===== config.mk =====
export PLATFORM = sky130hd
export DESIGN_NAME = cse_fifo
export DESIGN_NICKNAME = d
export VERILOG_FILES = /design/src/rtl/core/cse_pkg.sv /design/src/rtl/core/cse_fifo.sv
export SDC_FILE = /design/constraint.sdc
export NUM_CORES = 1
export LEC_CHECK = 0
export ABC_AREA = 0
export ABC_CLOCK_PERIOD_IN_PS = 4700
export BUFFER_PORTS_ARGS = -buffer_cell sky130_fd_sc_hd__buf_2
export CAP_MARGIN = 20
export CORE_AREA = 2 2 41 81
export DETAILED_ROUTE_END_ITERATION = 7
export DIE_AREA = 0 0 43 83
export GPL_TIMING_DRIVEN = 0
export PLACE_DENSITY = 0.75
export SETUP_SLACK_MARGIN = 0.15
export SLEW_MARGIN = 0
export SYNTH_ARGS = -nofsm -noshare
export SYNTH_HDL_FRONTEND = slang
export SYNTH_SLANG_ARGS = --single-unit

===== constraint.sdc =====
create_clock -name clk_i -period 4.7 [get_ports clk_i]
set_clock_uncertainty 0.2 [all_clocks]
set_input_delay 0.47 -clock clk_i [delete_from_list [all_inputs] [get_ports clk_i]]
set_output_delay 0.47 -clock clk_i [all_outputs]
set_load 0.05 [all_outputs]

===== src/rtl/core/cse_pkg.sv =====
// ============================================================================
// cse_pkg
// Shared constants and types of the cosine similarity engine.
// ============================================================================
package cse_pkg;

  localparam int unsigned MaxDimDefault   = 4096;
  localparam int unsigned ElemBitsDefault = 16;

  // Result fields are fixed-point words with 15 fraction bits: similarity is signed Q1.15, drift unsigned UQ1.15.
  localparam int unsigned ResW      = 16;
  localparam int unsigned QBits     = 17;
  localparam int unsigned OneQ15    = 32768;
  localparam int unsigned MaxQ15    = 32767;
  localparam int unsigned MaxDrift  = 65535;
  localparam int unsigned SqW       = 32;

  // Depth of the queue between the front and the back.
  localparam int unsigned QueueDepth = 4;

  // Digit width of the shared sequential multiplier.
  localparam int unsigned DigitW = 8;

  typedef enum logic [5:0] {
    ST_IDLE = 6'b000001,
    ST_MULP = 6'b000010,
    ST_MULD = 6'b000100,
    ST_STEP = 6'b001000,
    ST_MULL = 6'b010000,
    ST_FIN  = 6'b100000
  } back_state_e;

endpackage


===== src/rtl/core/cse_fifo.sv =====
// ============================================================================
// cse_fifo
// Short queue of finished sums between the front and the back.
// ============================================================================
module cse_fifo #(
  parameter int unsigned WIDTH = 8,
  parameter int unsigned DEPTH = cse_pkg::QueueDepth,
  localparam int unsigned PtrW = $clog2(DEPTH),
  localparam int unsigned CntW = $clog2(DEPTH + 1)
) (
  input  logic             clk_i,
  input  logic             rst_ni,
  input  logic             push_i,
  input  logic [WIDTH-1:0] wdata_i,
  input  logic             pop_i,
  output logic             valid_o,
  output logic [WIDTH-1:0] rdata_o,
  output logic [CntW-1:0]  count_o
);

  logic [WIDTH-1:0] mem_q [DEPTH];
  logic [PtrW-1:0]  wptr_q, rptr_q;
  logic [CntW-1:0]  cnt_q;

  always_ff @(posedge clk_i) begin
    if (push_i) begin
      mem_q[wptr_q] <= wdata_i;
    end
  end

  always_ff @(posedge clk_i or negedge rst_ni) begin
    if (!rst_ni) begin
      wptr_q <= '0;
      rptr_q <= '0;
      cnt_q  <= '0;
    end else begin
      if (push_i) begin
        wptr_q <= (wptr_q == PtrW'(DEPTH - 1)) ? '0 : wptr_q + PtrW'(1);
      end
      if (pop_i) begin
        rptr_q <= (rptr_q == PtrW'(DEPTH - 1)) ? '0 : rptr_q + PtrW'(1);
      end
      if (push_i && !pop_i) begin
        cnt_q <= cnt_q + CntW'(1);
      end else if (pop_i && !push_i) begin
        cnt_q <= cnt_q - CntW'(1);
      end
    end
  end

  assign valid_o = cnt_q != '0;
  assign rdata_o = mem_q[rptr_q];
  assign count_o = cnt_q;

endmodule


* Word-level counts from Yosys, hierarchy flattened
Memories as Yosys holds them, arrays and structs flattened.
Index checks and enable logic that the tools add are counted.
** Storage, ports and cells
- Latch bits :: 0
- ROM bits :: 0
- Logic and storage cells :: 22
- Output and inout port bits :: 12
- Input bits :: 12
- Bits in writable memories :: 32
- Flip-flop bits (word level) :: 7
- Memories :: 1
** Memories
- mem_q :: words 4, width 8, read ports 1, clocked after Yosys merged registers in 0, wr ports 1, line cse_fifo.sv:21 : logic [WIDTH-1:0] mem_q [DEPTH];
** Cells by class
- Reductions and logical operators :: 6
- Multipliers :: 0
- Muxes and demuxes :: 6
- Add/subtract/negate cells :: 4
- Order comparisons :: 0
- Shift operators :: 0
- Divide/modulo/power cells :: 0
- Bitwise operators :: 0
- Equal/unequal tests :: 2
** Operators by type and width (number)
- 2-to-1 mux 3 bit :: 2
- adder 2 x 1 -> 2 bit, second input constant :: 2
- equality test 2 bit, second input constant :: 2
- 2-to-1 mux 2 bit :: 2
- adder 3 x 1 -> 3 bit, second input constant :: 1
- nonzero test 3 bit :: 1
- subtractor 3 x 1 -> 3 bit, second input constant :: 1
- logical AND 1 bit :: 2
- zero test 1 bit :: 2
- 2-to-1 mux 1 bit :: 2
- nonzero test 2 bit :: 1

* Logic depth before layout (Yosys ltp)
- Depth in word-level cells :: 4
- Gate-level depth with buffers :: 7

* Least setup slack after synthesis
Ideal clock, no wire load.
- Path kind :: reg-to-output
- Start :: register cnt_q[0] (netlist: count_o[0])
- End :: output valid_o
- Buffers on the path :: 0
- Stages on the path, launching flop included :: 2
- Path slack :: 2.785 ns
- Arrival time :: 1.245 ns
- Cell sequence :: dfrtp_1 > or3_1
** Between the ends
- Word-level cells in the longest chain between the ends :: 1
** Ends and longest elaborated chain
- start: declaration :: line cse_fifo.sv:23 : logic [CntW-1:0] cnt_q;
- start signal: assignment :: line cse_fifo.sv:44 : cnt_q <= cnt_q + CntW'(1);
- start signal: assignment :: line cse_fifo.sv:46 : cnt_q <= cnt_q - CntW'(1);
- nonzero test 3 bit :: line cse_fifo.sv:51 : assign valid_o = cnt_q != '0;
- end: declaration :: line cse_fifo.sv:16 : output logic valid_o,
No other way between the ends.

* Final worst setup path
- Start :: register rptr_q[0]
- End :: output rdata_o[6]
** Between the ends
- Word-level cells in the longest chain between the ends :: 1
** Ends and longest elaborated chain
- start: declaration :: line cse_fifo.sv:22 : logic [PtrW-1:0] wptr_q, rptr_q;
- start signal: assignment :: line cse_fifo.sv:41 : rptr_q <= (rptr_q == PtrW'(DEPTH - 1)) ? '0 : rptr_q + PtrW'(1);
- memory (4 x 8 bit)
- end: declaration :: line cse_fifo.sv:17 : output logic [WIDTH-1:0] rdata_o,
No other way between the ends.

==> impl_results.md <==
- Final hold violations: 0
- Grt total ovfl: 0
- Fin Setup TNS: 0 ns
- Actual slew at the worst max-slew pin: 0.4208 ns
- Switching Power: 493.9 uW
- Initial Util: 53.06%
- WP data arrival: 1.58 ns
- Synth top area cells: edfxtp_1 (62%), mux4_2 (12%), dfrtp_1 (11%)
- Crit path max fanout: 10
- Postcts setup bufs: 0
- Worst-path clk slew: 0.07 ns
- Share of the synthesized area in the top cell type: 61.54%
- Flop pwr share: 38.9%
- Final setup violating endpoints: 0
- Drt pass-1 iters: 4
- Routed length per instance: 17.64 um
- Htree depth: 2
- Number of global-route vias before repair: 860
- DRC: 0
- Max Freq: 0.4437 GHz
- Cells after DPL: 131
- Max-slew violations: 0
- Die width: 43 um
- Antenna violations before repair: 0
- Lkg Pwr: 0.0007071 uW
- Syn_area_per_cell: 20.02 um2
- Type of the worst min-delay path: input port to register
- Finished Layout Cells: 140
- Clock Power Share: 20.9%
- Cell at the root of the clock tree: clkbuf_8
- Worst EP required: 4.03 ns
- Peak supply drop: 0.4817 mV
- Mapped Area: 0.001561 mm2
- Layout cells sized above 1: 39.09%
- Fill cells: 231
- Clock Latency Late Sink: 0.28 ns
- Post-layout minimum cycle time: 2.254 ns
- Total number of yosys warnings: 0
- Final wirelength: 2469 um
- Via density per instance: 5.457
- DR vias: 764
- Number of I/O pins: 24
- Yosys reg bits: 39
- Status: finished, final reports clean
- Cts bufs inserted: 5
- Max_slew headroom: 71.95%
- Crit start category: register
- Critical path start-end classification: register to output pin
- Yosys top cell by area: edfxtp_1
- Placeable Area: 0.002943 mm2
- Die ar.: 0.003569 mm2
- Largest net degree at the start of global routing: 13
- Switching Fraction: 38.98%
- Total Routing Usage GR: 15.88%
- Fin nets: 128
- Final worst-path cycle share: 47.96%
- Int Pwr: 773.0 uW
- HPWL Detailed: 1781 um
- Port bufs: 23
- Hold-fix buffers at CTS: 1
- Resized Gates After CTS: 0
- Setup WS post-layout: 2.446 ns
- Iter 0 DRT Violations: 30
- Logic pwr share: 40.2%
- Diodes inserted: 0
- Post-synthesis cell type count: 18
- Crit. End Element: output pin
- Cells after Synth: 78
- Post-synthesis sequential area ratio: 72.76%
- Pwr dens: 691.6 mW/mm2
- Die extent in y: 83 um
- RePlAce Congestion: 0.6278
- Global-route wire length before repair: 4084 um
- ANT nets after route: 0
- Unrepaired setup endpoints after global routing: false
- Pre-CTS WS: 2.597 ns
- Syn_nets: 97
- Area Overhead vs Synth: 17.31%
- CTS tree: yes
- Longest Clk Path Bufs: 2
- Row Count: 28
- CTS Sinks: 39
- Total power: 1267 uW
- Max-cap violations: 0
==> synth_stat cells <==
cell type  count
edfxtp_1      32
mux4_2         8
dfrtp_1        7
ha_1           6
and2_1         4
inv_1          4
mux2_2         2
nand2_1        2
nor2_1         2
o21ai_0        2
xor2_1         2
a21o_2         1
buf_2          1
buf_6          1
fa_1           1
nor3_1         1
or3_1          1
xnor2_1        1
==> stage by stage <==
| step | util [%] | area [um2] | hold WS (ns) |
|---|---|---|---|
| 6_report | 62.24 | 1832 | 0.2036 |
| 5_1_grt | 62.24 | 1832 | 0.1993 |
| 3_5_place_dp | 58.25 | 1714 | 0.1136 |
| 2_1_floorplan | - | 1562 | -0.02559 |
| 4_1_cts | 62.24 | 1832 | 0.1952 |
| 3_3_place_gp | 58.25 | 1714 | 0.1056 |
==> kinds of logic after synthesis <==
family          share of synthesized area (%)
mux                                     12.98
compound gates                          1.202
buf+inv                                 2.003
flops                                   72.76
fa+ha+maj                               6.090
simple gates                            3.285
xor+xnor                                1.683
==> area by class of cell <==
class	instances	area (um2)	area share (%)
buffer	2	16.27	0.8880
clock buffer	5	68.82	3.757
clock inverter	3	38.79	2.117
inverter	4	15.01	0.8197
multi-input combinational	33	394.1	21.52
sequential	39	1136	62.02
tap	30	37.54	2.049
timing repair buffer	24	125.1	6.831
==> path summary, 6_finish.rpt <==
| kind | startpoint | end | slack (ns) | cells after the start |
|---|---|---|---|---|
| min in group asynchronous | rst_ni | wptr_q[0]$_DFFE_PN0P_ | 0.35 | 2 |
| hold reg to reg | count_o[0]$_DFFE_PN0P_ | count_o[0]$_DFFE_PN0P_ | 0.36 | 1 |
| setup reg to reg | count_o[0]$_DFFE_PN0P_ | count_o[2]$_DFFE_PN0P_ | 3.01 | 4 |
| max in group asynchronous | rst_ni | count_o[2]$_DFFE_PN0P_ | 3.79 | 2 |
| hold / removal | wdata_i[1] | mem_q[1][1]$_DFFE_PP_ | 0.20 | 1 |
| setup / recovery | rptr_q[0]$_DFFE_PN0P_ | rdata_o[6] | 2.45 | 3 |
==> cell usage in the layout (no fill, tap or decap) <==
cell and count:
xor2_1 2, buf_2 24, nand2_1 2, clkbuf_8 5, o21ai_0 2, xnor2_1 1
a21o_2 1, fa_1 1, edfxtp_1 32, and2_1 4, or3_1 1, bufinv_16 1
mux2_2 2, dfrtp_1 7, nor3_1 1, clkinv_2 1, nor2_1 2, dlygate4sd3_1 1
clkinv_1 1, inv_1 4, ha_1 6, mux4_2 8, buf_6 1
==> flip-flops by register name, indices dropped and copies added (netlist names) <==
register and count:
mem_q 32, count_o 3, rptr_q 2, wptr_q 2
==> power groups by stage <==
stage | Combinational, uW | Sequential [uW] | Clock [uW]
finish | 510 | 492 | 265
global route | 540 | 501 | 288
CTS | 518 | 494 | 272
detailed placement | 515 | 500 | 0
global placement | 497 | 492 | 0
floorplan | 363 | 537 | 0
==> critical path, cell delays in order (launching register included) <==
cell and delay [ns]:
dfrtp_1 0.37, buf_6 0.19, mux4_2 0.51, buf_2 0.22
==> metal layers <==
metal	global-route usage (%)	wire, um	vias up
li1	-	-	360
met1	16.43	899	380
met2	28.51	1441	20
met3	3.696	90	4
met4	7.713	37	0
met5	0	0	-
(Power assumes the default switching activity.)
