### config.mk
export PLATFORM = sky130hd
export DESIGN_NAME = cse_front
export DESIGN_NICKNAME = d
export VERILOG_FILES = /design/src/rtl/core/cse_pkg.sv /design/src/rtl/core/cse_front.sv
export SDC_FILE = /design/constraint.sdc
export NUM_CORES = 2
export LEC_CHECK = 0
export ABC_AREA = 1
export BUFFER_PORTS_ARGS = -buffer_cell sky130_fd_sc_hd__buf_2
export CAP_MARGIN = 5
export CORE_MARGIN = 2
export CORE_UTILIZATION = 55
export DETAILED_ROUTE_END_ITERATION = 10
export PLACE_DENSITY = 0.79
export SYNTH_ARGS = -nofsm -noshare
export SYNTH_HDL_FRONTEND = slang
export SYNTH_SLANG_ARGS = --single-unit
### constraint.sdc
create_clock -name clk_i -period 3.8 [get_ports clk_i]
set_clock_uncertainty 0.15 [all_clocks]
set_input_delay 0.38 -clock clk_i [delete_from_list [all_inputs] [get_ports clk_i]]
set_output_delay 0.38 -clock clk_i [all_outputs]
set_load 0.02 [all_outputs]
### src/rtl/core/cse_pkg.sv
// ============================================================================
// cse_pkg
// Shared constants and types of the cosine similarity engine.
// ============================================================================
package cse_pkg;

  localparam int unsigned MaxDimDefault   = 4096;
  localparam int unsigned ElemBitsDefault = 16;

  // Result fields are fixed-point words with 15 fraction bits: similarity is signed Q1.15, drift unsigned UQ1.15.
  localparam int unsigned ResW      = 16;
  localparam int unsigned QBits     = 17;
  localparam int unsigned OneQ15    = 32768;
  localparam int unsigned MaxQ15    = 32767;
  localparam int unsigned MaxDrift  = 65535;
  localparam int unsigned SqW       = 32;

  // Depth of the queue between the front and the back.
  localparam int unsigned QueueDepth = 4;

  // Digit width of the shared sequential multiplier.
  localparam int unsigned DigitW = 8;

  typedef enum logic [5:0] {
    ST_IDLE = 6'b000001,
    ST_MULP = 6'b000010,
    ST_MULD = 6'b000100,
    ST_STEP = 6'b001000,
    ST_MULL = 6'b010000,
    ST_FIN  = 6'b100000
  } back_state_e;

endpackage

### src/rtl/core/cse_front.sv
// ============================================================================
// cse_front
// Accepts element pairs, forms the products and keeps the running sums.
// ============================================================================
module cse_front #(
  parameter int unsigned MAX_DIM   = cse_pkg::MaxDimDefault,
  parameter int unsigned ELEM_BITS = cse_pkg::ElemBitsDefault,
  localparam int unsigned CntW     = $clog2(MAX_DIM + 2),
  localparam int unsigned DotW     = 2 * ELEM_BITS + CntW,
  localparam int unsigned NormW    = 2 * ELEM_BITS + CntW - 1,
  localparam int unsigned EntW     = DotW + 2 * NormW + 1
) (
  input  logic                        clk_i,
  input  logic                        rst_ni,
  input  logic                        acc_i,
  input  logic signed [ELEM_BITS-1:0] elem_a_i,
  input  logic signed [ELEM_BITS-1:0] elem_b_i,
  input  logic                        last_elem_i,
  output logic                        push_o,
  output logic [EntW-1:0]             push_data_o
);

  localparam int unsigned PW = 2 * ELEM_BITS;
  localparam logic [CntW-1:0] MaxCnt  = CntW'(MAX_DIM);
  localparam logic [CntW-1:0] OverCnt = CntW'(MAX_DIM + 1);

  logic                 s1_valid_q, s1_last_q;
  logic signed [PW-1:0] pab_q, paa_q, pbb_q;
  logic [DotW-1:0]      dot_q, dot_d;
  logic [NormW-1:0]     na_q, na_d, nb_q, nb_d;
  logic [CntW-1:0]      cnt_q, cnt_d;
  logic                 ovf;

  always_ff @(posedge clk_i or negedge rst_ni) begin
    if (!rst_ni) begin
      s1_valid_q <= 1'b0;
    end else begin
      s1_valid_q <= acc_i;
    end
  end

  always_ff @(posedge clk_i) begin
    if (acc_i) begin
      pab_q     <= elem_a_i * elem_b_i;
      paa_q     <= elem_a_i * elem_a_i;
      pbb_q     <= elem_b_i * elem_b_i;
      s1_last_q <= last_elem_i;
    end
  end

  always_comb begin
    dot_d = dot_q;
    na_d  = na_q;
    nb_d  = nb_q;
    if (cnt_q < MaxCnt) begin
      dot_d = dot_q + {{(DotW - PW){pab_q[PW-1]}}, pab_q};
      na_d  = na_q + NormW'(unsigned'(paa_q));
      nb_d  = nb_q + NormW'(unsigned'(pbb_q));
      cnt_d = cnt_q + CntW'(1);
    end else begin
      cnt_d = OverCnt;
    end
    ovf = cnt_d > MaxCnt;
  end

  always_ff @(posedge clk_i or negedge rst_ni) begin
    if (!rst_ni) begin
      dot_q <= '0;
      na_q  <= '0;
      nb_q  <= '0;
      cnt_q <= '0;
    end else if (s1_valid_q) begin
      if (s1_last_q) begin
        dot_q <= '0;
        na_q  <= '0;
        nb_q  <= '0;
        cnt_q <= '0;
      end else begin
        dot_q <= dot_d;
        na_q  <= na_d;
        nb_q  <= nb_d;
        cnt_q <= cnt_d;
      end
    end
  end

  assign push_o      = s1_valid_q && s1_last_q;
  assign push_data_o = {ovf, nb_d, na_d, dot_d};

endmodule

## Word-level counts from Yosys, hierarchy flattened

Index checks and enable logic that the tools add are counted.

- Register bits after elaboration: 244
- Bits of input ports: 36
- Output and inout port bits: 135

- Add/sub/neg operators: 4
- Multiply operators: 3
- $lt $le $gt $ge: 2
- Multiplexer cells: 8
- Reduce and logical (&&, ||, !) cells: 1

Operators by type and width:

| operator | count |
|---|---|
| 2-to-1 mux 44 bit | 4 |
| multiplier 16 x 16 -> 32 bit | 3 |
| 2-to-1 mux 45 bit | 2 |
| adder 44 x 32 -> 44 bit | 2 |
| adder 45 bit | 1 |
| 2-to-1 mux 13 bit | 2 |
| adder 13 x 1 -> 13 bit (second input constant) | 1 |
| > comparator 13 bit (second input constant) | 1 |
| < comparator 13 bit (second input constant) | 1 |
| logical AND 1 bit | 1 |

## Logic depth before layout (Yosys ltp)

- Depth after elaboration: 3
- Mapped depth: 27
- Gate-level depth less buffers: 25

## Worst setup path before layout

OpenSTA, ideal clock, no wires.

- Path type: input -> register
- Start point: in elem_a_i[15]
- End point: reg paa_q[31], data pin
- Setup time: 0.258 ns
- Arrival time: 5.612 ns
- Setup slack: -2.219 ns
- Stages: 19
- Buffers on the path: 2
- Path through: clkbuf_1 buf_1 nand2_1 inv_1 fa_1 fa_1 fa_1 fa_1 fa_1 inv_1 fa_1 inv_1 ha_1 nand2_1 o21ai_0 a21oi_1 or2_2 nand3_1 xnor2_1

- Longest elaborated chain between the ends: 1

Ends and longest elaborated chain:

| what | RTL line | RTL |
|---|---|---|
| start: declaration | cse_front.sv:16 | `input logic signed [ELEM_BITS-1:0] elem_a_i,` |
| multiplier 16 x 16 -> 32 bit | cse_front.sv:45 | `paa_q <= elem_a_i * elem_a_i;` |
| end signal: assignment | cse_front.sv:45 |  |
| end: declaration | cse_front.sv:28 | `logic signed [PW-1:0] pab_q, paa_q, pbb_q;` |

Every way passes these cells.
A chain may end at the register's enable or synchronous reset.

## Worst setup path after layout

- Start point: in elem_b_i[12]
- End point: reg pbb_q[26], data pin

- Longest elaborated chain between the ends: 1

Ends and longest elaborated chain:

| what | RTL line | RTL |
|---|---|---|
| start: declaration | cse_front.sv:17 | `input logic signed [ELEM_BITS-1:0] elem_b_i,` |
| multiplier 16 x 16 -> 32 bit | cse_front.sv:46 | `pbb_q <= elem_b_i * elem_b_i;` |
| end signal: assignment | cse_front.sv:46 |  |
| end: declaration | cse_front.sv:28 |  |

Every way passes these cells.

==> out/qor.csv <==
stage,metric,value,unit
status,run_status,finished with violations,
status,violations_in_the_final_reports,setup timing,
worst_hold_path,worst_hold_startpoint,elem_b_i[0],
synth,avg_cell_area_syn,7.35,um^2
place,detailedPlacementHpwl,117,mm
worst_hold_path,holdPathStages,2,
sta,finalSetupViolCount,86,
layout,finalCoreUtilization,71.8,%
die,num_io_pins,171,
global_routing,grtUsageTotal,33.5,%
routing,remaining_number_of_nets_flagged_by_the_antenna_check_after_routing,0,
layout,final_cell_mix,"sky130_fd_sc_hd__nand2_1, sky130_fd_sc_hd__inv_1, sky130_fd_sc_hd__fa_1",
synth,post_synth_num_cell_types,59,
layout,post_route_cells_drive_above_1_share,26.6,%
clock_network,htree_num_levels,1,
setup_path,regToRegStartpoint,pab_q[31],
routing,wirelength,174,mm
place,globalplace.congestion,1.00,
setup_path,critical_path.endpoint_type,flip-flop,
synth,synth.yosys.warnings,0,
sta,setup_repair_after_global_routing_missed_its_margin,yes,
setup_path,critPathKind,primary input to flip-flop,
setup_path,critPathArrivalTime,5.93,ns
synth,ys_seq_area_share,13.4,%
setup_path,critical_path.reg2reg.endpoint,dot_q[34],
sta,worst_hold_slack,0.0615,ns
clock_network,clk_path_buf_depth,3,
clock_network,clkLatencyLatePin,0.63,ns
synth,synth_enable_flop_cells,95,
die,die_height,301,um
clock_network,cts_made_buffers,31,
clock_network,clkSinkCount,242,
die,initial_utilization,55.3,%
clock_network,path_clk_slew,0.06,ns
setup_path,crit_required,4.04,ns
routing,first_pass_iters,8,
job,cap_violations,0,
layout,most_common_cell_after_layout_fill_and_taps_aside,sky130_fd_sc_hd__nand2_1,
routing,routed-wl-met2,81.7,mm
layout,nNetsFinal,8548,
sta,timing.final.crit_share,150,%
setup_path,r2r_setup_slack,0.81,ns
synth,synth-async-reset-ratio,60.7,%
die,row_count,109,
clock_network,cts_tree,done,
global_routing,grt-ovfl-total,0,
sta,transition_time_at_the_pin_with_the_least_slew_margin,0.793,ns
routing,wire_per_inst,20.2,um
worst_hold_path,hold-path-endpoint,pbb_q[0],
synth,postSynthRegisterBits,242,
sta,max_slew_margin,47.2,%
synth,synthesis.area,48700,um^2
routing,wirelength_met1,63.5,mm
die,area_of_the_die,90900,um^2
layout,num_antenna_cells,0,
sta,total_count_of_max_transition_violations_in_the_final_report,0,
sta,period_minus_slack,5.69,ns
die,floorplan.core_area,88000,um^2
setup_path,worstSetupStartpointType,primary input,
global_routing,grt_pass1_wl,242,mm
global_routing,first_global_vias,47400,
sta,hold_viol,0,
sta,max_freq,176,MHz
setup_path,critical-path-max-stage-delay,0.69,ns
synth,yosys_most_used_dff,sky130_fd_sc_hd__dfrtp_1,
global_routing,grt_max_degree,133,
global_routing,antenna_found_initial,1,
sta,layout_setup_ws,-1.89,ns
clock_network,cts_root_buf,sky130_fd_sc_hd__clkbuf_16,
synth,postSynthCellCount,6615,
worst_hold_path,worstHoldPathType,primary input to flip-flop,
setup_path,worst_setup_path_startpoint,elem_b_i[12],
routing,drt_iter0_drc,4631,
setup_path,cpMostUsedCell,sky130_fd_sc_hd__fa_1,
routing,viasPerCell,5.60,
sta,setup-tns-final,-100.49,ns
routing,routed-via-count,48100,
setup_path,timing.reg2reg.worst_path_depth,10,
place,io_buffers,170,
synth,synth_fp_nets,7757,
layout,layout-area-overhead-vs-synth,29.7,%
die,die_w,301,um
routing,drc,0,
setup_path,slowest_stage,sky130_fd_sc_hd__fa_1,
routing,top_layer_used,met5,
setup_path,critPathMaxFanout,16,
routing,wl_met3,16.1,mm
==> state kept, by name, summed over array words and instances (netlist names) <==
register,cells
pbb_q,31
pab_q,32
na_q,44
nb_q,44
cnt_q,13
dot_q,45
s1_valid_q,1
s1_last_q,1
paa_q,31
==> area by class of cell <==
class	instances	area, um^2
Clock buffer	32	779
Clock inverter	26	373
Fill cell	6127	24800
Inverter	1709	6500
Multi-Input combinational cell	4486	39000
Sequential cell	242	6530
Tap cell	1165	1460
Timing Repair Buffer	936	8460
==> metal layers <==
metal | vias to the layer above | track usage, %
li1 | 21300 | -
met1 | 23100 | 43.7
met2 | 2779 | 56.9
met3 | 967 | 3.84
met4 | 2 | 13.3
met5 | - | 0
==> stage by stage <==
step | cells | worst slack (ns) | area, um^2
3_5_place_dp | 8354 | -2.16 | 56600
3_3_place_gp | 8354 | -2.13 | 56600
2_1_floorplan | 6615 | -1.66 | 50600
6_report | 8596 | -1.89 | 63100
4_1_cts | 8513 | -1.27 | 61000
5_1_grt | 8596 | -1.87 | 63100
==> cells in the mapped netlist, types with 73 or more instances <==
library cell | number | share of area, %
sky130_fd_sc_hd__or2_2 | 73 | 0.94
sky130_fd_sc_hd__nand2_1 | 1825 | 14
sky130_fd_sc_hd__fa_1 | 730 | 30
sky130_fd_sc_hd__nand3_1 | 306 | 3.1
sky130_fd_sc_hd__inv_1 | 1697 | 13
sky130_fd_sc_hd__dfrtp_1 | 147 | 7.6
sky130_fd_sc_hd__edfxtp_1 | 95 | 5.9
sky130_fd_sc_hd__nor2_1 | 300 | 2.3
sky130_fd_sc_hd__xor2_1 | 75 | 1.4
sky130_fd_sc_hd__ha_1 | 376 | 9.7
sky130_fd_sc_hd__a21oi_1 | 196 | 2.0
sky130_fd_sc_hd__clkbuf_1 | 146 | 1.1
sky130_fd_sc_hd__o21ai_0 | 141 | 1.5
==> repair_timing <==
item | 4_1_cts | 5_1_grt
cloned | 5 | 3
hold buffers | 2 | 0
endpoints found under the setup margin | 85 | 93
gates resized for setup | 663 | 382
pin swaps | 312 | 246
hold endpoints to repair | 51 | 0
setup buffers | 100 | 86
==> worst max path at each step <==
stage	endpoint	slack, ns
floorplan	pab_q[31]	-1.66
global placement	paa_q[31]	-2.13
detailed placement	paa_q[31]	-2.16
CTS	pab_q[24]	-1.27
global route	pbb_q[26]	-1.87
finish	pbb_q[26]	-1.89
==> worst max-delay path: cells and delay by family <==
kind          cells  cell delay (ns)
buf+inv           9             0.97
simple gates      8             0.95
fa+ha+maj         7             3.55
xor+xnor          1             0.06
==> cells by family after synthesis <==
family	Yosys count	synth area share, %
AOI/OAI and AO/OA	528	6.38
xor gates and xnor gates	133	2.39
adders and majority gates	1106	39.7
buffers and inverters	1887	14.6
DFF	242	13.4
and+or+nand+nor	2719	23.5
Power is not shown: default switching activity piles up to over one toggle a cycle in this logic, so the estimate is an artifact.
