**src/rtl/core/cse_pkg.sv**
```systemverilog
// ============================================================================
// cse_pkg
// Shared constants and types of the cosine similarity engine.
// ============================================================================
package cse_pkg;

  localparam int unsigned MaxDimDefault   = 4096;
  localparam int unsigned ElemBitsDefault = 16;

  // Result fields are fixed-point words with 15 fraction bits: similarity is signed Q1.15, drift unsigned UQ1.15.
  localparam int unsigned ResW      = 16;
  localparam int unsigned QBits     = 17;
  localparam int unsigned OneQ15    = 32768;
  localparam int unsigned MaxQ15    = 32767;
  localparam int unsigned MaxDrift  = 65535;
  localparam int unsigned SqW       = 32;

  // Depth of the queue between the front and the back.
  localparam int unsigned QueueDepth = 4;

  // Digit width of the shared sequential multiplier.
  localparam int unsigned DigitW = 8;

  typedef enum logic [5:0] {
    ST_IDLE = 6'b000001,
    ST_MULP = 6'b000010,
    ST_MULD = 6'b000100,
    ST_STEP = 6'b001000,
    ST_MULL = 6'b010000,
    ST_FIN  = 6'b100000
  } back_state_e;

endpackage

```
**src/rtl/core/cse_mul.sv**
```systemverilog
// ============================================================================
// cse_mul
// Sequential multiplier that takes one digit of the second operand a cycle.
// ============================================================================
module cse_mul #(
  parameter int unsigned AW = 32,
  parameter int unsigned BW = 32
) (
  input  logic             clk_i,
  input  logic             rst_ni,
  input  logic             start_i,
  input  logic [AW-1:0]    a_i,
  input  logic [BW-1:0]    b_i,
  output logic             done_o,
  output logic [AW+BW-1:0] prod_o
);

  localparam int unsigned DW   = cse_pkg::DigitW;
  localparam int unsigned ND   = (BW + DW - 1) / DW;
  localparam int unsigned PBW  = ND * DW;
  localparam int unsigned AccW = AW + PBW;
  localparam int unsigned CntW = $clog2(ND + 1);

  logic [AW-1:0]    a_q;
  logic [PBW-1:0]   b_q;
  logic [AccW-1:0]  acc_q;
  logic [CntW-1:0]  cnt_q;
  logic             done_q;
  logic [AW+DW-1:0] pp;

  assign pp = a_q * b_q[PBW-1 -: DW];

  always_ff @(posedge clk_i or negedge rst_ni) begin
    if (!rst_ni) begin
      cnt_q  <= '0;
      done_q <= 1'b0;
    end else begin
      done_q <= 1'b0;
      if (start_i) begin
        cnt_q <= CntW'(ND);
      end else if (cnt_q != '0) begin
        cnt_q <= cnt_q - CntW'(1);
        if (cnt_q == CntW'(1)) begin
          done_q <= 1'b1;
        end
      end
    end
  end

  always_ff @(posedge clk_i) begin
    if (start_i) begin
      a_q   <= a_i;
      b_q   <= PBW'(b_i);
      acc_q <= '0;
    end else if (cnt_q != '0) begin
      acc_q <= (acc_q << DW) + AccW'(pp);
      b_q   <= b_q << DW;
    end
  end

  assign done_o = done_q;
  assign prod_o = acc_q[AW+BW-1:0];

endmodule

```
**src/rtl/core/cse_back.sv**
```systemverilog
// ============================================================================
// cse_back
// Works out the rounded similarity by a binary search and holds the result.
// ============================================================================
module cse_back #(
  parameter int unsigned MAX_DIM   = cse_pkg::MaxDimDefault,
  parameter int unsigned ELEM_BITS = cse_pkg::ElemBitsDefault,
  localparam int unsigned CntW     = $clog2(MAX_DIM + 2),
  localparam int unsigned DotW     = 2 * ELEM_BITS + CntW,
  localparam int unsigned NormW    = 2 * ELEM_BITS + CntW - 1,
  localparam int unsigned EntW     = DotW + 2 * NormW + 1
) (
  input  logic                     clk_i,
  input  logic                     rst_ni,
  input  logic                     q_valid_i,
  input  logic [EntW-1:0]          q_data_i,
  output logic                     q_pop_o,
  output logic                     out_valid_o,
  input  logic                     out_ready_i,
  output logic [cse_pkg::ResW-1:0] similarity_o,
  output logic [cse_pkg::ResW-1:0] drift_o,
  output logic                     zero_norm_o,
  output logic                     overflow_o
);

  localparam int unsigned MA  = 2 * NormW;
  localparam int unsigned MB  = (DotW > cse_pkg::SqW) ? DotW : cse_pkg::SqW;
  localparam int unsigned DW2 = 2 * DotW;
  localparam int unsigned CW  = (MA + MB > DW2 + cse_pkg::SqW) ? MA + MB
                                                               : DW2 + cse_pkg::SqW;
  localparam int unsigned QB  = cse_pkg::QBits;
  localparam int unsigned RW  = cse_pkg::ResW;

  cse_pkg::back_state_e state_q, state_d;
  logic                 mul_start, mul_done;

  logic [DotW-1:0]    e_dot;
  logic [NormW-1:0]   e_na, e_nb;
  logic               e_ovf;
  logic [DotW-1:0]    dmag_q;
  logic               neg_q, zero_q, ovf_q;
  logic [MA-1:0]      p_q;
  logic [DW2-1:0]     d_q;
  logic [QB-1:0]      lo_q, hi_q, mid_q, mid;
  logic [QB:0]        odd;
  logic [cse_pkg::SqW-1:0] sq;
  logic [MA-1:0]      mul_a;
  logic [MB-1:0]      mul_b;
  logic [MA+MB-1:0]   mul_p;
  logic               fits;
  logic               out_valid_q;
  logic [RW-1:0]      sim_q, drift_q;
  logic               zflag_q, oflag_q;
  logic [RW-1:0]      sim_n, drift_n;
  logic [QB:0]        drift_w;
  logic               take;

  assign {e_ovf, e_nb, e_na, e_dot} = q_data_i;

  assign mid  = lo_q + ((hi_q - lo_q + QB'(1)) >> 1);
  assign odd  = {mid, 1'b0} - (QB + 1)'(1);
  assign sq   = odd[RW-1:0] * odd[RW-1:0];
  assign fits = CW'(mul_p) <= CW'({d_q, {cse_pkg::SqW{1'b0}}});
  assign take = !out_valid_q || out_ready_i;

  always_comb begin
    state_d   = state_q;
    q_pop_o   = 1'b0;
    mul_start = 1'b0;
    mul_a     = MA'(e_na);
    mul_b     = MB'(e_nb);
    case (state_q)
      cse_pkg::ST_IDLE: begin
        if (q_valid_i) begin
          q_pop_o = 1'b1;
          if (e_na == '0 || e_nb == '0) begin
            state_d = cse_pkg::ST_FIN;
          end else begin
            mul_start = 1'b1;
            state_d   = cse_pkg::ST_MULP;
          end
        end
      end
      cse_pkg::ST_MULP: begin
        mul_a = MA'(dmag_q);
        mul_b = MB'(dmag_q);
        if (mul_done) begin
          mul_start = 1'b1;
          state_d   = cse_pkg::ST_MULD;
        end
      end
      cse_pkg::ST_MULD: begin
        if (mul_done) begin
          state_d = cse_pkg::ST_STEP;
        end
      end
      cse_pkg::ST_STEP: begin
        mul_a = p_q;
        mul_b = MB'(sq);
        if (lo_q < hi_q) begin
          mul_start = 1'b1;
          state_d   = cse_pkg::ST_MULL;
        end else begin
          state_d = cse_pkg::ST_FIN;
        end
      end
      cse_pkg::ST_MULL: begin
        if (mul_done) begin
          state_d = cse_pkg::ST_STEP;
        end
      end
      cse_pkg::ST_FIN: begin
        if (take) begin
          state_d = cse_pkg::ST_IDLE;
        end
      end
      default: begin
        state_d = cse_pkg::ST_IDLE;
      end
    endcase
  end

  cse_mul #(
    .AW (MA),
    .BW (MB)
  ) u_mul (
    .clk_i   (clk_i),
    .rst_ni  (rst_ni),
    .start_i (mul_start),
    .a_i     (mul_a),
    .b_i     (mul_b),
    .done_o  (mul_done),
    .prod_o  (mul_p)
  );

  always_ff @(posedge clk_i or negedge rst_ni) begin
    if (!rst_ni) begin
      state_q <= cse_pkg::ST_IDLE;
    end else begin
      state_q <= state_d;
    end
  end

  always_ff @(posedge clk_i) begin
    if (q_pop_o) begin
      neg_q  <= e_dot[DotW-1];
      dmag_q <= e_dot[DotW-1] ? (~e_dot + DotW'(1)) : e_dot;
      zero_q <= (e_na == '0) || (e_nb == '0);
      ovf_q  <= e_ovf;
      lo_q   <= '0;
      hi_q   <= QB'(cse_pkg::OneQ15);
    end
    if (state_q == cse_pkg::ST_MULP && mul_done) begin
      p_q <= mul_p[MA-1:0];
    end
    if (state_q == cse_pkg::ST_MULD && mul_done) begin
      d_q <= mul_p[DW2-1:0];
    end
    if (state_q == cse_pkg::ST_STEP) begin
      mid_q <= mid;
    end
    if (state_q == cse_pkg::ST_MULL && mul_done) begin
      if (fits) begin
        lo_q <= mid_q;
      end else begin
        hi_q <= mid_q - QB'(1);
      end
    end
  end

  always_comb begin
    if (neg_q) begin
      drift_w = (QB + 1)'(cse_pkg::OneQ15) + (QB + 1)'(lo_q);
      sim_n   = RW'(~lo_q + QB'(1));
    end else begin
      drift_w = (QB + 1)'(cse_pkg::OneQ15) - (QB + 1)'(lo_q);
      sim_n   = (lo_q == QB'(cse_pkg::OneQ15)) ? RW'(cse_pkg::MaxQ15) : RW'(lo_q);
    end
    drift_n = (drift_w > (QB + 1)'(cse_pkg::MaxDrift)) ? RW'(cse_pkg::MaxDrift)
                                                      : RW'(drift_w);
    if (zero_q) begin
      sim_n   = '0;
      drift_n = RW'(cse_pkg::OneQ15);
    end
  end

  always_ff @(posedge clk_i or negedge rst_ni) begin
    if (!rst_ni) begin
      out_valid_q <= 1'b0;
    end else if (state_q == cse_pkg::ST_FIN && take) begin
      out_valid_q <= 1'b1;
    end else if (out_ready_i) begin
      out_valid_q <= 1'b0;
    end
  end

  always_ff @(posedge clk_i) begin
    if (state_q == cse_pkg::ST_FIN && take) begin
      sim_q   <= sim_n;
      drift_q <= drift_n;
      zflag_q <= zero_q;
      oflag_q <= ovf_q;
    end
  end

  assign out_valid_o  = out_valid_q;
  assign similarity_o = sim_q;
  assign drift_o      = drift_q;
  assign zero_norm_o  = zflag_q;
  assign overflow_o   = oflag_q;

  a_search_order: assert property (@(posedge clk_i) disable iff (!rst_ni)
    (state_q == cse_pkg::ST_STEP) |-> (lo_q <= hi_q))
    else $error("search bounds crossed");

  a_search_range: assert property (@(posedge clk_i) disable iff (!rst_ni)
    (state_q == cse_pkg::ST_STEP) |-> (hi_q <= QB'(cse_pkg::OneQ15)))
    else $error("search bound above one");

  a_mul_done_state: assert property (@(posedge clk_i) disable iff (!rst_ni)
    mul_done |-> (state_q == cse_pkg::ST_MULP || state_q == cse_pkg::ST_MULD ||
                  state_q == cse_pkg::ST_MULL))
    else $error("multiplier finished outside a wait state");

  a_pop_nonempty: assert property (@(posedge clk_i) disable iff (!rst_ni)
    q_pop_o |-> q_valid_i)
    else $error("pop from an empty queue");

endmodule
```
**config.mk**
```make
export PLATFORM = sky130hd
export DESIGN_NAME = cse_back
export DESIGN_NICKNAME = d
export VERILOG_FILES = /design/src/rtl/core/cse_pkg.sv /design/src/rtl/core/cse_mul.sv /design/src/rtl/core/cse_back.sv
export SDC_FILE = /design/constraint.sdc
export NUM_CORES = 2
export LEC_CHECK = 0
export BUFFER_PORTS_ARGS = -buffer_cell sky130_fd_sc_hd__buf_2
export CORE_MARGIN = 2
export CORE_UTILIZATION = 70
export CTS_CLUSTER_DIAMETER = 200
export CTS_CLUSTER_SIZE = 20
export DETAILED_ROUTE_END_ITERATION = 10
export PLACE_DENSITY = 0.84
export SYNTH_ARGS = -nofsm -noshare
export SYNTH_HDL_FRONTEND = slang
export SYNTH_HIERARCHICAL = 1
export SYNTH_SLANG_ARGS = --single-unit
```
**constraint.sdc**
```tcl
create_clock -name clk_i -period 33.2 [get_ports clk_i]
set_input_delay 6.64 -clock clk_i [delete_from_list [all_inputs] [get_ports clk_i]]
set_output_delay 6.64 -clock clk_i [all_outputs]
set_load 0.05 [all_outputs]
```
**Yosys cells after proc, flatten, opt, wreduce, memory -nomap -nowiden**

Cells that the tools add are included.
W data, S select, Z words.

- Input bits: 138
- Flip-flop bits (word level): 591

- Add/sub/neg operators: 11
- Equal/unequal tests: 12
- Reductions and logical operators: 15
- $mul: 2
- Bitwise gates (word level): 2
- Muxes and demuxes: 36
- $lt $le $gt $ge: 3

Operator list:

| kind | count |
|---|---|
| $pmux W88 S2 | 1 |
| $add A133 B96 Y133 | 1 |
| $le A133 B122 Y1 | 1 |
| $mux W17 | 6 |
| $mul A88 B8 Y96 | 1 |
| $mux W45 | 2 |
| $pmux W45 S2 | 1 |
| $logic_not A44 Y1 | 2 |
| $add A45 B1 Y45 const B | 1 |
| $not A45 Y45 | 1 |
| $mux W44 | 1 |
| $mux W6 | 6 |
| $mul A16 B16 Y32 | 1 |
| $mux W16 | 2 |
| $pmux W6 S5 | 1 |
| $add A16 B17 Y18 const A | 1 |
| $gt A18 B16 Y1 const B | 1 |
| $mux W18 | 1 |
| $sub A16 B17 Y18 const A | 1 |
| $add A17 B1 Y17 const B | 1 |
| $add A17 B16 Y17 | 1 |
| $eq A17 B16 Y1 const B | 1 |
| $lt A17 B17 Y1 | 1 |
| $sub A17 B1 Y17 const B | 1 |
| 25 further kinds | 44 |

**Depth between registers and ports, before layout**

- Depth in word-level cells: 7
- Depth in mapped cells: 47
- Depth with buffers taken out: 46

**Cells and area by module**

The synthesis kept the hierarchy.

Modules (own cells, without submodules):

| module | seq. area each (µm²) | cells an instance | times used | area each (µm²) |
|---|---|---|---|---|
| cse_mul | 6,816.5 | 3,837 | 1 | 35,230.0 |
| cse_back | 9,175.0 | 2,480 | 1 | 25,241.7 |

**Worst setup path before layout**

Ideal clock, no wire load.

- Kind: input port to output port
- Start: in q_valid_i
- End: out q_pop_o
- Cell stages on the path: 3
- Arrival time: 8,739 ps
- Path buffers: 1
- Path slack: 17,821 ps
- Path through: nand2_1 clkinv_1 clkbuf_1

- Word-level cells in the longest chain between the ends: 2

Ends and longest elaborated chain:

| what | line | text |
|---|---|---|
| start, declared | cse_back.sv:15 | `input logic q_valid_i,` |
| $mux W1 | cse_back.sv:74 | `if (q_valid_i) begin` |
| $mux W1 | cse_back.sv:72 | `case (state_q)` |
| end, declared | cse_back.sv:17 | `output logic q_pop_o,` |

Every way passes these cells.

**Worst setup path in the final report**

Same ends and word-level chain as after synthesis.

==> reports/metrics.csv <==
metric,value,unit
status,finished clean,
final_common_cell,inv_1,
syn-cell-area,60500,µm²
drc_errors,0,
grt_max_degree,90,
slowest_delay,0.54,ns
worst_pin_slew,1.18,ns
finClkSkew,0.0325,ns
wl_per_cell,23.4,µm
rsz0062_at_grt,no,
met1_length,68000,µm
gr-total-overflow,0,
grt_pass1_wl,276000,µm
cts-root-buf,clkbuf_16,
period_needed,14.41,ns
cts.sinks,591,
cts_tree,done,
clk_pin_slew,0.08,ns
final_nets,7623,
dr.max_layer_used,met5,
ys_ff_latch,591,
worstSetupStartpointType,primary input,
cp_slowest_cell,nand2_1,
max_freq,69.4,MHz
syn_inst,6317,
dpl.hpwl,137000,µm
worstSetupStartpoint,q_valid_i,
tns,0,ns
routed_wl,176000,µm
track_usage,0.403,
ctsHoldBuffers,0,
syn-mean-instance-area,9.57,µm²
die_y,298,µm
crit_buf_inv,3,
report.final.slew_viol_count,0,
antenna_found_initial,23,
crit_fanout,20,
vias,47000,
drt_iter0_drc,5062,
ys_seq_area_frac,0.264,
end_kind,primary output,
cts-root-to-sink-buffers,3,
hold_violations,0,
start_util,0.708,
core,85400,µm²
worstSetupPathType,primary input to primary output,
worstHoldStart,ovf_q,
cts_resized,0,
reg2reg_from,lo_q[2],
crit_family,buffers and inverters,
routabilityCongestion,1.08,
dr.pass1.iters,8,
synth_edf_count,410,
multi_input_area,39500,µm²
required,26.56,ns
io_pins,174,
drive_gt1_frac,0.0590,
synth_cell_types,98,
cts_setup_buffers,0,
syn_nets,7605,
fin_crit_sh,0.434,
crit_chain,buf_2 -> nand2_1 -> inv_2 -> buf_2,
setup_viol,0,
dr_wl_met3,18600,µm
timing.slew.headroom,0.213,
via_per_inst,6.25,
port_buffers,173,
worstPathArrival,7.77,ns
area_growth,4.73,%
fillCellCount,6261,
die_w,298,µm
rows,107,
ant_nets,0,
dr_wl_met2,81000,µm
maxCapViolCount,0,
first_global_vias,48000,
synthFlopType,edfxtp_1,
dieArea,88800,µm²
crit_top_cell,buf_2,
ctsHtreeMaxLevel,2,
final_cell_mix,"inv_1 (1,078), fa_1 (769), nand2_1 (628)",
numCtsBuffers,35,
clk-insertion-delay-late,0.61,ns
ys_warn_count,6,
async_reset_ff_frac,0.0186,
hp-class,flip-flop to flip-flop,
regArea,16000,µm²
## registers in the layout, summed over array words and instances, names as in the netlist
register,cells
u_mul/done_o,1
state_q,6
zero_norm_o,1
zero_q,1
dmag_q,45
d_q,90
u_mul/b_q,48
mid_q,17
u_mul/acc_q,133
drift_o,16
hi_q,17
u_mul/cnt_q,3
p_q,88
ovf_q,1
overflow_o,1
lo_q,17
neg_q,1
out_valid_o,1
u_mul/a_q,88
similarity_o,16
## cells by family (layout without fill, tap and decap cells)
family	after synthesis	after routing	synth area share
xor+xnor	243	243	0.0352
buf+inv	1327	1371	0.0828
compound gates	981	981	0.106
flops	591	591	0.264
simple gates	1948	1948	0.164
other cells	0	16	0
fa+ha+maj	1150	1150	0.333
mux	77	77	0.0138
## stage by stage
stage	area, µm²	std cells	hold WS (ns)	utilization	setup slack, ns
final	63300	7521	0.441	0.741	18.79
after global routing	63300	7515	0.444	0.741	18.72
after CTS	63300	7505	0.438	0.741	18.79
after detailed placement	62300	7442	0.419	0.729	18.82
after global placement	62300	7442	0.402	0.729	18.85
after floorplan	60500	6317	0.400	-	17.82
## layout make-up
type / count / area share
Antenna cell: 16 / 0.000632
Clock buffer: 60 / 0.0156
Clock inverter: 3 / 0.000573
Inverter: 1089 / 0.0646
Multi-Input combinational cell: 4399 / 0.624
Sequential cell: 591 / 0.253
Tap cell: 1144 / 0.0226
Timing Repair Buffer: 219 / 0.0191
## final timing paths
path	end	slack, ns	cells after the start
setup reg to reg	u_mul/b_q[31]	21.00	41
hold reg to reg	overflow_o	0.44	0
setup / recovery	q_pop_o	18.79	4
hold / removal	overflow_o	0.44	0
min in group asynchronous	state_q[1]	5.92	1
max in group asynchronous	state_q[0]	26.97	1
## routing by layer
layer	up-vias	GRT usage
li1	20600	-
met1	23300	0.551
met2	2561	0.637
met3	460	0.0807
met4	6	0.165
met5	-	0
## cell usage after synthesis (all sizes together) (37+ instances only)
master,n,share of area
inv,1079,0.067
fa,769,0.25
nand2,628,0.039
and2,600,0.062
edfxtp,410,0.20
ha,381,0.079
a21oi,306,0.025
nor2,280,0.017
clkbuf,211,0.013
o21ai,184,0.015
xnor2,171,0.025
dfxtp,170,0.056
a21o,119,0.015
nand4,81,0.0084
xor2,72,0.010
nor3,64,0.0055
a22oi,61,0.0076
nand3,60,0.0050
nor4,58,0.0065
mux2,52,0.0097
a211oi,48,0.0062
o21bai,37,0.0048
Power is not shown: default switching activity piles up to over one toggle a cycle in this logic, so the estimate is an artifact.
